--- config.mk ---
export PLATFORM = sky130hd
export DESIGN_NAME = lru_key_value_cache
export DESIGN_NICKNAME = d
export VERILOG_FILES = /design/src/hw/rtl/lkv_pkg.sv /design/src/hw/rtl/lkv_cell.sv /design/src/hw/rtl/lru_key_value_cache.sv
export SDC_FILE = /design/constraint.sdc
export NUM_CORES = 2
export LEC_CHECK = 0
export BUFFER_PORTS_ARGS = -buffer_cell sky130_fd_sc_hd__buf_2
export CAP_MARGIN = 20
export CORE_MARGIN = 2
export CORE_UTILIZATION = 30
export CTS_CLUSTER_DIAMETER = 80
export DETAILED_ROUTE_END_ITERATION = 10
export GPL_TIMING_DRIVEN = 0
export HOLD_SLACK_MARGIN = 0.12
export PLACE_DENSITY = 0.47
export RECOVER_POWER = 100
export SLEW_MARGIN = 40
export SYNTH_ARGS = -nofsm -noshare
export SYNTH_HDL_FRONTEND = slang
export SYNTH_SLANG_ARGS = --single-unit
--- constraint.sdc ---
create_clock -name clk -period 8.8 [get_ports clk]
set_input_delay 0.44 -clock clk [delete_from_list [all_inputs] [get_ports clk]]
set_output_delay 0.44 -clock clk [all_outputs]
set_load 0.1 [all_outputs]
--- src/hw/rtl/lkv_pkg.sv ---
`timescale 1ns / 1ps

package lkv_pkg;

  // Table geometry
  localparam int ENTRIES    = 16;
  localparam int KEY_BITS   = 32;
  localparam int VALUE_BITS = 32;
  localparam int RANK_W     = $clog2(ENTRIES);
  localparam int CNT_W      = $clog2(ENTRIES + 1);
  localparam int CAP_W      = 5;
  localparam int CMP_W      = (CAP_W > CNT_W) ? CAP_W : CNT_W;
  localparam int OP_W       = 2;

  localparam logic [CAP_W-1:0] CAP_RESET = CAP_W'(16);

  // Stream word sizes, padded to whole bytes
  localparam int IN_BITS  = OP_W + KEY_BITS + VALUE_BITS;
  localparam int IN_W     = ((IN_BITS + 7) / 8) * 8;
  localparam int OUT_BITS = 1 + VALUE_BITS + 1 + KEY_BITS + CNT_W;
  localparam int OUT_W    = ((OUT_BITS + 7) / 8) * 8;

  typedef enum logic [OP_W-1:0] {
    OP_LOOKUP = 2'd0,
    OP_INSERT = 2'd1,
    OP_DELETE = 2'd2
  } op_t;

  typedef enum logic {
    ST_IDLE,
    ST_APPLY
  } state_t;

  // Broadcast from the sequencer to every cell
  typedef struct packed {
    logic                  capture;      // register match and victim flags
    logic [KEY_BITS-1:0]   cmp_key;
    logic [RANK_W-1:0]     last_rank;    // rank of the least recent entry
    logic                  promote;      // make the matched entry most recent
    logic                  write_value;  // overwrite the matched entry's value
    logic                  remove;       // drop the matched entry
    logic                  insert_new;   // place a new entry in the first free cell
    logic                  evict;        // drop the least recent entry first
    logic [RANK_W-1:0]     hit_rank;
    logic [KEY_BITS-1:0]   new_key;
    logic [VALUE_BITS-1:0] new_value;
  } cell_ctrl_t;

  // Lookup results gathered along the row
  typedef struct packed {
    logic                  hit;
    logic [RANK_W-1:0]     rank;
    logic [VALUE_BITS-1:0] value;
    logic [KEY_BITS-1:0]   ev_key;
  } look_chain_t;

endpackage

--- src/hw/rtl/lkv_cell.sv ---
`timescale 1ns / 1ps

module lkv_cell (
  input  logic                 clk,
  input  logic                 rst_n,
  input  lkv_pkg::cell_ctrl_t  ctrl,
  input  lkv_pkg::look_chain_t look_in,
  output lkv_pkg::look_chain_t look_out,
  input  logic                 claim_in,   // a lower cell is already free
  output logic                 claim_out
);

  logic                           valid_r, valid_nxt;
  logic [lkv_pkg::RANK_W-1:0]     rank_r, rank_nxt;
  logic [lkv_pkg::KEY_BITS-1:0]   key_r, key_nxt;
  logic [lkv_pkg::VALUE_BITS-1:0] value_r, value_nxt;
  logic                           match_r, victim_r;

  logic match_c, victim_c, drop, live, claim;

  // Compare against the incoming key and the least recent rank
  assign match_c  = valid_r && (key_r == ctrl.cmp_key);
  assign victim_c = valid_r && (rank_r == ctrl.last_rank);

  // Merge this cell's findings into the row
  assign look_out.hit    = look_in.hit | match_c;
  assign look_out.rank   = look_in.rank | (match_c ? rank_r : '0);
  assign look_out.value  = look_in.value | (match_c ? value_r : '0);
  assign look_out.ev_key = look_in.ev_key | (victim_c ? key_r : '0);

  // Free-slot chain: lowest free cell after eviction takes the new entry
  assign drop      = ctrl.evict && victim_r;
  assign live      = valid_r && !drop;
  assign claim_out = claim_in | !live;
  assign claim     = ctrl.insert_new && !live && !claim_in;

  always_comb begin
    valid_nxt = valid_r;
    rank_nxt  = rank_r;
    key_nxt   = key_r;
    value_nxt = value_r;
    if (ctrl.promote) begin
      if (match_r) begin
        rank_nxt = '0;
        if (ctrl.write_value) begin
          value_nxt = ctrl.new_value;
        end
      end else if (valid_r && (rank_r < ctrl.hit_rank)) begin
        rank_nxt = rank_r + lkv_pkg::RANK_W'(1);
      end
    end else if (ctrl.remove) begin
      if (match_r) begin
        valid_nxt = 1'b0;
        rank_nxt  = '0;
      end else if (valid_r && (rank_r > ctrl.hit_rank)) begin
        rank_nxt = rank_r - lkv_pkg::RANK_W'(1);
      end
    end else if (ctrl.insert_new) begin
      if (claim) begin
        valid_nxt = 1'b1;
        rank_nxt  = '0;
        key_nxt   = ctrl.new_key;
        value_nxt = ctrl.new_value;
      end else if (live) begin
        rank_nxt = rank_r + lkv_pkg::RANK_W'(1);
      end else if (drop) begin
        valid_nxt = 1'b0;
        rank_nxt  = '0;
      end
    end
  end

  always_ff @(posedge clk) begin
    if (!rst_n) begin
      valid_r  <= 1'b0;
      rank_r   <= '0;
      match_r  <= 1'b0;
      victim_r <= 1'b0;
    end else begin
      valid_r <= valid_nxt;
      rank_r  <= rank_nxt;
      if (ctrl.capture) begin
        match_r  <= match_c;
        victim_r <= victim_c;
      end
    end
  end

  // Payload holds no reset
  always_ff @(posedge clk) begin
    key_r   <= key_nxt;
    value_r <= value_nxt;
  end

endmodule

--- src/hw/rtl/lru_key_value_cache.sv ---
`timescale 1ns / 1ps

// One word at a time: an accepted word is held in APPLY and in_tready stays
// low until it leaves. The cell row compares in the accept cycle; ranks,
// entries and the result word are updated as the word leaves APPLY, which
// waits while a result is pending and out_tready is low.
// Reset (rst_n low, synchronous): table empty, all ranks zero, occupancy zero,
// capacity 16, no result pending.
module lru_key_value_cache (
  input  logic                       clk,
  input  logic                       rst_n,
  // in_tdata: operation[1:0], key[33:2], value[65:34], zero pad above
  input  logic                       in_tvalid,
  output logic                       in_tready,
  input  logic [lkv_pkg::IN_W-1:0]   in_tdata,
  // out_tdata: hit[0], read_value[32:1], evicted[33], evicted_key[65:34],
  //            occupancy[70:66], zero pad above
  output logic                       out_tvalid,
  input  logic                       out_tready,
  output logic [lkv_pkg::OUT_W-1:0]  out_tdata,
  input  logic                       cfg_valid,
  output logic                       cfg_ready,
  input  logic [lkv_pkg::CAP_W-1:0]  cfg_data
);

  localparam int KB = lkv_pkg::KEY_BITS;
  localparam int VB = lkv_pkg::VALUE_BITS;
  localparam int OW = lkv_pkg::OP_W;
  localparam int NE = lkv_pkg::ENTRIES;

  lkv_pkg::state_t state_r, state_nxt;

  logic [OW-1:0]              op_r;
  logic [KB-1:0]              key_r;
  logic [VB-1:0]              val_r;
  logic                       hit_r;
  logic [lkv_pkg::RANK_W-1:0] hrank_r;
  logic [VB-1:0]              rd_r;
  logic [KB-1:0]              evk_r;
  logic [lkv_pkg::CNT_W-1:0]  count_r, count_nxt;
  logic [lkv_pkg::CAP_W-1:0]  capacity_r;

  logic                       out_valid_r;
  logic [lkv_pkg::OUT_W-1:0]  out_data_r;

  logic                       in_fire, advance;
  logic [OW-1:0]              in_op;
  logic [KB-1:0]              in_key;
  logic [VB-1:0]              in_value;
  logic [lkv_pkg::CNT_W-1:0]  cnt_m1;
  logic [lkv_pkg::CMP_W-1:0]  eff_cap, cap_ext, cnt_ext;
  logic                       is_lookup, is_insert, is_delete, full;
  logic                       ev, ins_new;
  lkv_pkg::cell_ctrl_t        ctrl;
  lkv_pkg::look_chain_t       look [NE+1];
  logic                       claim [NE+1];

  // Unpack the input word
  assign in_op    = in_tdata[OW-1:0];
  assign in_key   = in_tdata[OW+KB-1:OW];
  assign in_value = in_tdata[OW+KB+VB-1:OW+KB];

  assign in_tready = (state_r == lkv_pkg::ST_IDLE);
  assign in_fire   = in_tvalid && in_tready;
  assign advance   = (state_r == lkv_pkg::ST_APPLY) && (!out_valid_r || out_tready);
  assign cfg_ready = 1'b1;

  // Clamp capacity to 1..ENTRIES and test for a full table
  assign cap_ext = lkv_pkg::CMP_W'(capacity_r);
  assign cnt_ext = lkv_pkg::CMP_W'(count_r);
  always_comb begin
    eff_cap = cap_ext;
    if (cap_ext == '0) begin
      eff_cap = lkv_pkg::CMP_W'(1);
    end else if (cap_ext > lkv_pkg::CMP_W'(NE)) begin
      eff_cap = lkv_pkg::CMP_W'(NE);
    end
  end
  assign full = (cnt_ext >= eff_cap);

  assign cnt_m1    = count_r - lkv_pkg::CNT_W'(1);
  assign is_lookup = (op_r == lkv_pkg::OP_LOOKUP);
  assign is_insert = (op_r == lkv_pkg::OP_INSERT);
  assign is_delete = (op_r == lkv_pkg::OP_DELETE);
  assign ins_new   = is_insert && !hit_r;
  assign ev        = ins_new && full;

  // Drive the cell row
  always_comb begin
    ctrl             = '0;
    ctrl.capture     = in_fire;
    ctrl.cmp_key     = in_key;
    ctrl.last_rank   = cnt_m1[lkv_pkg::RANK_W-1:0];
    ctrl.hit_rank    = hrank_r;
    ctrl.new_key     = key_r;
    ctrl.new_value   = val_r;
    ctrl.promote     = advance && hit_r && (is_lookup || is_insert);
    ctrl.write_value = is_insert;
    ctrl.remove      = advance && hit_r && is_delete;
    ctrl.insert_new  = advance && ins_new;
    ctrl.evict       = ev;
  end

  assign look[0]  = '0;
  assign claim[0] = 1'b0;

  for (genvar g = 0; g < NE; g++) begin : g_cell
    lkv_cell u_cell (
      .clk       (clk),
      .rst_n     (rst_n),
      .ctrl      (ctrl),
      .look_in   (look[g]),
      .look_out  (look[g+1]),
      .claim_in  (claim[g]),
      .claim_out (claim[g+1])
    );
  end

  // Occupancy after the update
  always_comb begin
    count_nxt = count_r;
    if (advance) begin
      if (ins_new && !ev) begin
        count_nxt = count_r + lkv_pkg::CNT_W'(1);
      end else if (is_delete && hit_r) begin
        count_nxt = count_r - lkv_pkg::CNT_W'(1);
      end
    end
  end

  always_comb begin
    state_nxt = state_r;
    case (state_r)
      lkv_pkg::ST_IDLE:  if (in_fire) state_nxt = lkv_pkg::ST_APPLY;
      lkv_pkg::ST_APPLY: if (advance) state_nxt = lkv_pkg::ST_IDLE;
      default:           state_nxt = lkv_pkg::ST_IDLE;
    endcase
  end

  always_ff @(posedge clk) begin
    if (!rst_n) begin
      state_r     <= lkv_pkg::ST_IDLE;
      count_r     <= '0;
      capacity_r  <= lkv_pkg::CAP_RESET;
      out_valid_r <= 1'b0;
    end else begin
      state_r <= state_nxt;
      count_r <= count_nxt;
      if (cfg_valid && cfg_ready) begin
        capacity_r <= cfg_data;
      end
      if (advance) begin
        out_valid_r <= 1'b1;
      end else if (out_tready) begin
        out_valid_r <= 1'b0;
      end
    end
  end

  // Hold the item and the row's lookup results for the update cycle
  always_ff @(posedge clk) begin
    if (in_fire) begin
      op_r    <= in_op;
      key_r   <= in_key;
      val_r   <= in_value;
      hit_r   <= look[NE].hit;
      hrank_r <= look[NE].rank;
      rd_r    <= look[NE].value;
      evk_r   <= look[NE].ev_key;
    end
  end

  // Build the result word
  always_ff @(posedge clk) begin
    if (advance) begin
      out_data_r <= lkv_pkg::OUT_W'({count_nxt,
                                     (ev ? evk_r : {KB{1'b0}}),
                                     ev,
                                     ((is_lookup && hit_r) ? rd_r : {VB{1'b0}}),
                                     (hit_r && (is_lookup || is_insert || is_delete))});
    end
  end

  assign out_tvalid = out_valid_r;
  assign out_tdata  = out_data_r;

endmodule

==> summary by stage <==
Place
The worst slack at placement is 3.03 ns. The estimated wirelength of the detail-placed design is 206000 microns. The final weighted congestion in routability-driven placement is 1.08. Once placement finished, the instance area stood at 67300 sq um.

The number of port buffers is 146.

Routing
The remaining number of nets flagged by the antenna check after routing is 0. The length of the first detailed-routing pass in iterations is 6. The initial detailed-routing violation count is 6981.

Using the TritonRoute via totals, the vias-per-cell ratio works out to 5.92. The vias after detailed routing is 45410. The sum of routed wire length over all layers is 284000 microns. The post-detailed-route wirelength per cell is 37.0 microns.

The final routed DRC violation total is 0.

Die
In this run the vertical extent of the chip is 451 microns. The die is 451 microns wide. The core region is 199000 sq um. During I/O placement, the number of pins put on the boundary was 157.

The die covers 204000 sq um. The cell row count is 164. Once the floorplan was initialized, standard cells occupied 30.1% of the core.

Global routing
Global routing finished with a remaining overflow of 0. The via count of the first global-routing pass is 41646. The pin count of the biggest net entering global routing is 41.

Across every metal layer, demand over resource in global routing totals 27.1%. The initial antenna violation count is 27. The wire length of the first global-routing pass is 376000 microns.

Clock network
Counting along the longest clock path gives a buffer depth of 3. The clock transition at the registers of the reported paths is 0.06 ns. The tree is rooted in a sky130_fd_sc_hd__clkbuf_16. The post-CTS resize count is 0. The number of clock sinks is 1354. The TritonCTS clock tree is yes. Once the clock tree was built, the setup fixing pass inserted 0 buffers. Hold repair after CTS inserted 78 buffers. In this run, CTS created clock tree buffers numbering 153. The number of H-tree levels is 4.

For the worst-skew pair, the clock arrives at the later sink with an insertion delay of 0.87 ns.

Run
Across the run, the number of max-cap violations was 21.

Worst setup path
The worst setup path is launched from a flip-flop. Traced cell by cell, the critical path runs through clkbuf_1 -> clkbuf_1 -> inv_1 -> ha_1 -> xor2_1 -> clkbuf_1 -> xor2_1 -> nor3_2 -> clkbuf_1 -> buf_2 -> a221oi_1 -> nand4_1. At the worst endpoint, the arrival time is 8.31 ns. Along the worst path, the maximum fanout reaches 10. The critical path is of the reg -> reg type. The total buffers and inverters traversed by the critical path is 6.

The required time of the critical path is 9.39 ns. The most common cell type on the critical path is sky130_fd_sc_hd__clkbuf_1. On the worst path, the slowest cell contributes a delay of 1.09 ns. The length in cells of the worst reg-to-reg path is 12. The cell family contributing the most delay on the critical path is buffers and inverters.

The endpoint kind of the worst setup timing path is a flip-flop. The critical path runs through a total of 12 cells. On the critical path, the stage with the largest delay is an instance of sky130_fd_sc_hd__xor2_1.

Final layout
The count of filler cells inserted in the layout is 19231. The cell area after layout is 71800 sq um. The layout overhead on the synthesized area is 19.6%.

The fraction of layout cells with a size suffix above 1 is 11.8%. Measured on the finished design, the core utilization comes to 36.0%. The number of nets at the end of the flow is 5061.

Timing
The worst-case headroom to the max-slew limit is -141%. The max-slew violation count came to 282. The total count of hold-check failures in the final report is 0.

Setup violations remaining at the end of the flow were counted as 0. The top achievable clock speed is 129 MHz. Setup repair after global routing left no endpoint under its margin. The post-route clock period utilization is 87.8%. Once routing completed, OpenROAD measured the worst setup slack at 1.07 ns.

The setup clock skew after layout is 0.0657 ns. The worst path needs 7.73 ns of the cycle, external delays included. The worst-margin pin slew is 3.62 ns.

Synth
The top cell type by area accounts for 61.5% of the synthesized area. The synthesized instance count is 4329. For this run, asynchronously set or reset flops after synthesis account for 0%. After synthesis, the netlist uses 86 different library cells. The net count of the mapped netlist is 4514. The average cell area after synthesis is 13.9 sq um. The cell area after synthesis is 60000 sq um. The post-synthesis sequential element count is 1354. By area the synthesized netlist is led by sky130_fd_sc_hd__edfxtp_1, sky130_fd_sc_hd__xnor2_1, sky130_fd_sc_hd__dfxtp_1. The fraction of the yosys area taken by sequential cells is 65.7%. The number of enable flip-flop cells after synthesis is 1230. For this run, the number of Yosys warnings is 0. For this run, the leading register cell type out of synthesis is sky130_fd_sc_hd__edfxtp_1.

Of all cell types, the one taking the most synthesized area is sky130_fd_sc_hd__edfxtp_1.

Worst hold path
The worst hold path passes through 4 cells. The type of the tightest min-delay check is in -> reg.

Outcome
The flow ran to the end, but the final reports show violations. The final reports fail on capacitance limit, slew limit.

Power
Dividing total power by cell area gives a power density of 200 nW/um^2. The leakage power is 22.9 nW. The worst IR drop on VDD is 0.000168 V.
-- sequential cells by signal, summed over array words and instances (netlist names), 2 cells and up --
signal,count
op_r,2
g_cell.u_cell.key_r,512
evk_r,32
hrank_r,4
key_r,32
g_cell.u_cell.valid_r,16
val_r,32
g_cell.u_cell.match_r,16
cnt_ext,5
cap_ext,5
rd_r,32
g_cell.u_cell.rank_r,64
out_tdata,71
g_cell.u_cell.value_r,512
g_cell.u_cell.victim_r,16
-- worst register-to-register path, delay by kind of cell (launching register included) --
family / cells / cell delay (ns)
AOI/OAI and AO/OA: 1 / 0.19
and+or+nand+nor: 2 / 0.86
buffers and inverters: 6 / 4.42
DFF: 1 / 0.34
xor gates and xnor gates: 2 / 1.29
adders and majority gates: 1 / 0.35
-- metal layers --
layer  vias up  GRT usage, %  routed length, microns
met5         -             0                      98
met4        14          14.5                   18900
met3       775          7.50                   33900
met2      3341          39.3                  118000
met1     23159          36.7                  113000
li1      18121             -                       -
-- synth_stat cells (all sizes together) (18+ instances only) --
cell    instances
a211oi         29
mux2i          22
a21oi         175
a221oi        282
xor2          125
nand4         196
inv            78
nand3          70
edfxtp       1230
and2           74
ha            103
a22oi          18
xnor2         467
o21ai          83
nand2         193
nor3           46
nor2          140
nor4           57
clkbuf        202
a22o          274
o211ai         19
dfxtp         124
buf            99
-- placed cells by master (no fill, tap or decap), types with 43 or more instances in the layout --
master,count
sky130_fd_sc_hd__xnor2_1,458
sky130_fd_sc_hd__o21ai_0,83
sky130_fd_sc_hd__xor2_1,125
sky130_fd_sc_hd__buf_2,113
sky130_fd_sc_hd__nor2_1,133
sky130_fd_sc_hd__edfxtp_1,1230
sky130_fd_sc_hd__nand4_1,196
sky130_fd_sc_hd__nand2_1,193
sky130_fd_sc_hd__nor4_1,48
sky130_fd_sc_hd__ha_1,103
sky130_fd_sc_hd__a21oi_1,168
sky130_fd_sc_hd__inv_1,69
sky130_fd_sc_hd__nand3_1,69
sky130_fd_sc_hd__dlygate4sd3_1,78
sky130_fd_sc_hd__clkbuf_2,79
sky130_fd_sc_hd__clkbuf_16,154
sky130_fd_sc_hd__and2_0,43
sky130_fd_sc_hd__clkbuf_1,354
sky130_fd_sc_hd__a221oi_1,282
sky130_fd_sc_hd__a22o_1,274
sky130_fd_sc_hd__dfxtp_1,123
-- cell families (layout without fill, tap and decap cells) --
kind of cell	count (synthesis)	count (layout)	share of synthesized area (%)
AO/OA/AOI/OAI	1025	1025	13.2
XOR/XNOR	592	592	8.65
adder cells (fa/ha/maj)	103	103	2.15
buffers and inverters	380	1053	2.53
flip-flops	1354	1354	65.7
multiplexers	26	26	0.442
other	2	12	0.0125
AND/OR/NAND/NOR	847	847	7.30
-- per-stage QoR --
stage,hold WS [ns],setup TNS (ns),total power (W),std cells
after detailed placement,0.500,0,0.00809,7298
after global placement,0.492,-2080.69,0.00807,7131
after global routing,0.282,0,0.0147,7661
final,0.246,0,0.0143,7668
after floorplan,0.459,0,0.00773,4329
after CTS,0.145,0,0.0144,7657
-- layout make-up --
cell class	count	area [sq um]	area share [%]
Sequential cell	1354	39400	54.9
Multi-Input combinational cell	2595	19400	27.0
Clock buffer	198	4030	5.61
Tap cell	2656	3320	4.63
Timing Repair Buffer	392	3150	4.38
Buffer	301	1320	1.83
Clock inverter	83	852	1.19
Inverter	79	304	0.423
Antenna cell	10	25.0	0.0348
-- path summary, 6_finish.rpt --
check,from,endpoint,slack [ns]
min reg2reg,rd_r[17]$_DFFE_PP_,out_tdata[18]$_SDFFCE_PN0P_,0.52
max,cnt_ext[0]$_SDFF_PN0_,evk_r[24]$_DFFE_PP_,1.07
min,out_tready,out_tvalid$_SDFFE_PN0P_,0.25
max reg2reg,cnt_ext[0]$_SDFF_PN0_,evk_r[24]$_DFFE_PP_,1.07
-- power by group --
| part | internal (W) | switching [W] | leakage, nW | total [W] |
|---|---|---|---|---|
| registers | 0.00709 | 0.000101 | 12.2 | 0.00719 |
| clock network | 0.00355 | 0.00282 | 2.37 | 0.00637 |
| logic | 0.000191 | 0.000596 | 8.29 | 0.000787 |
Power figures use the tool's default switching activity.
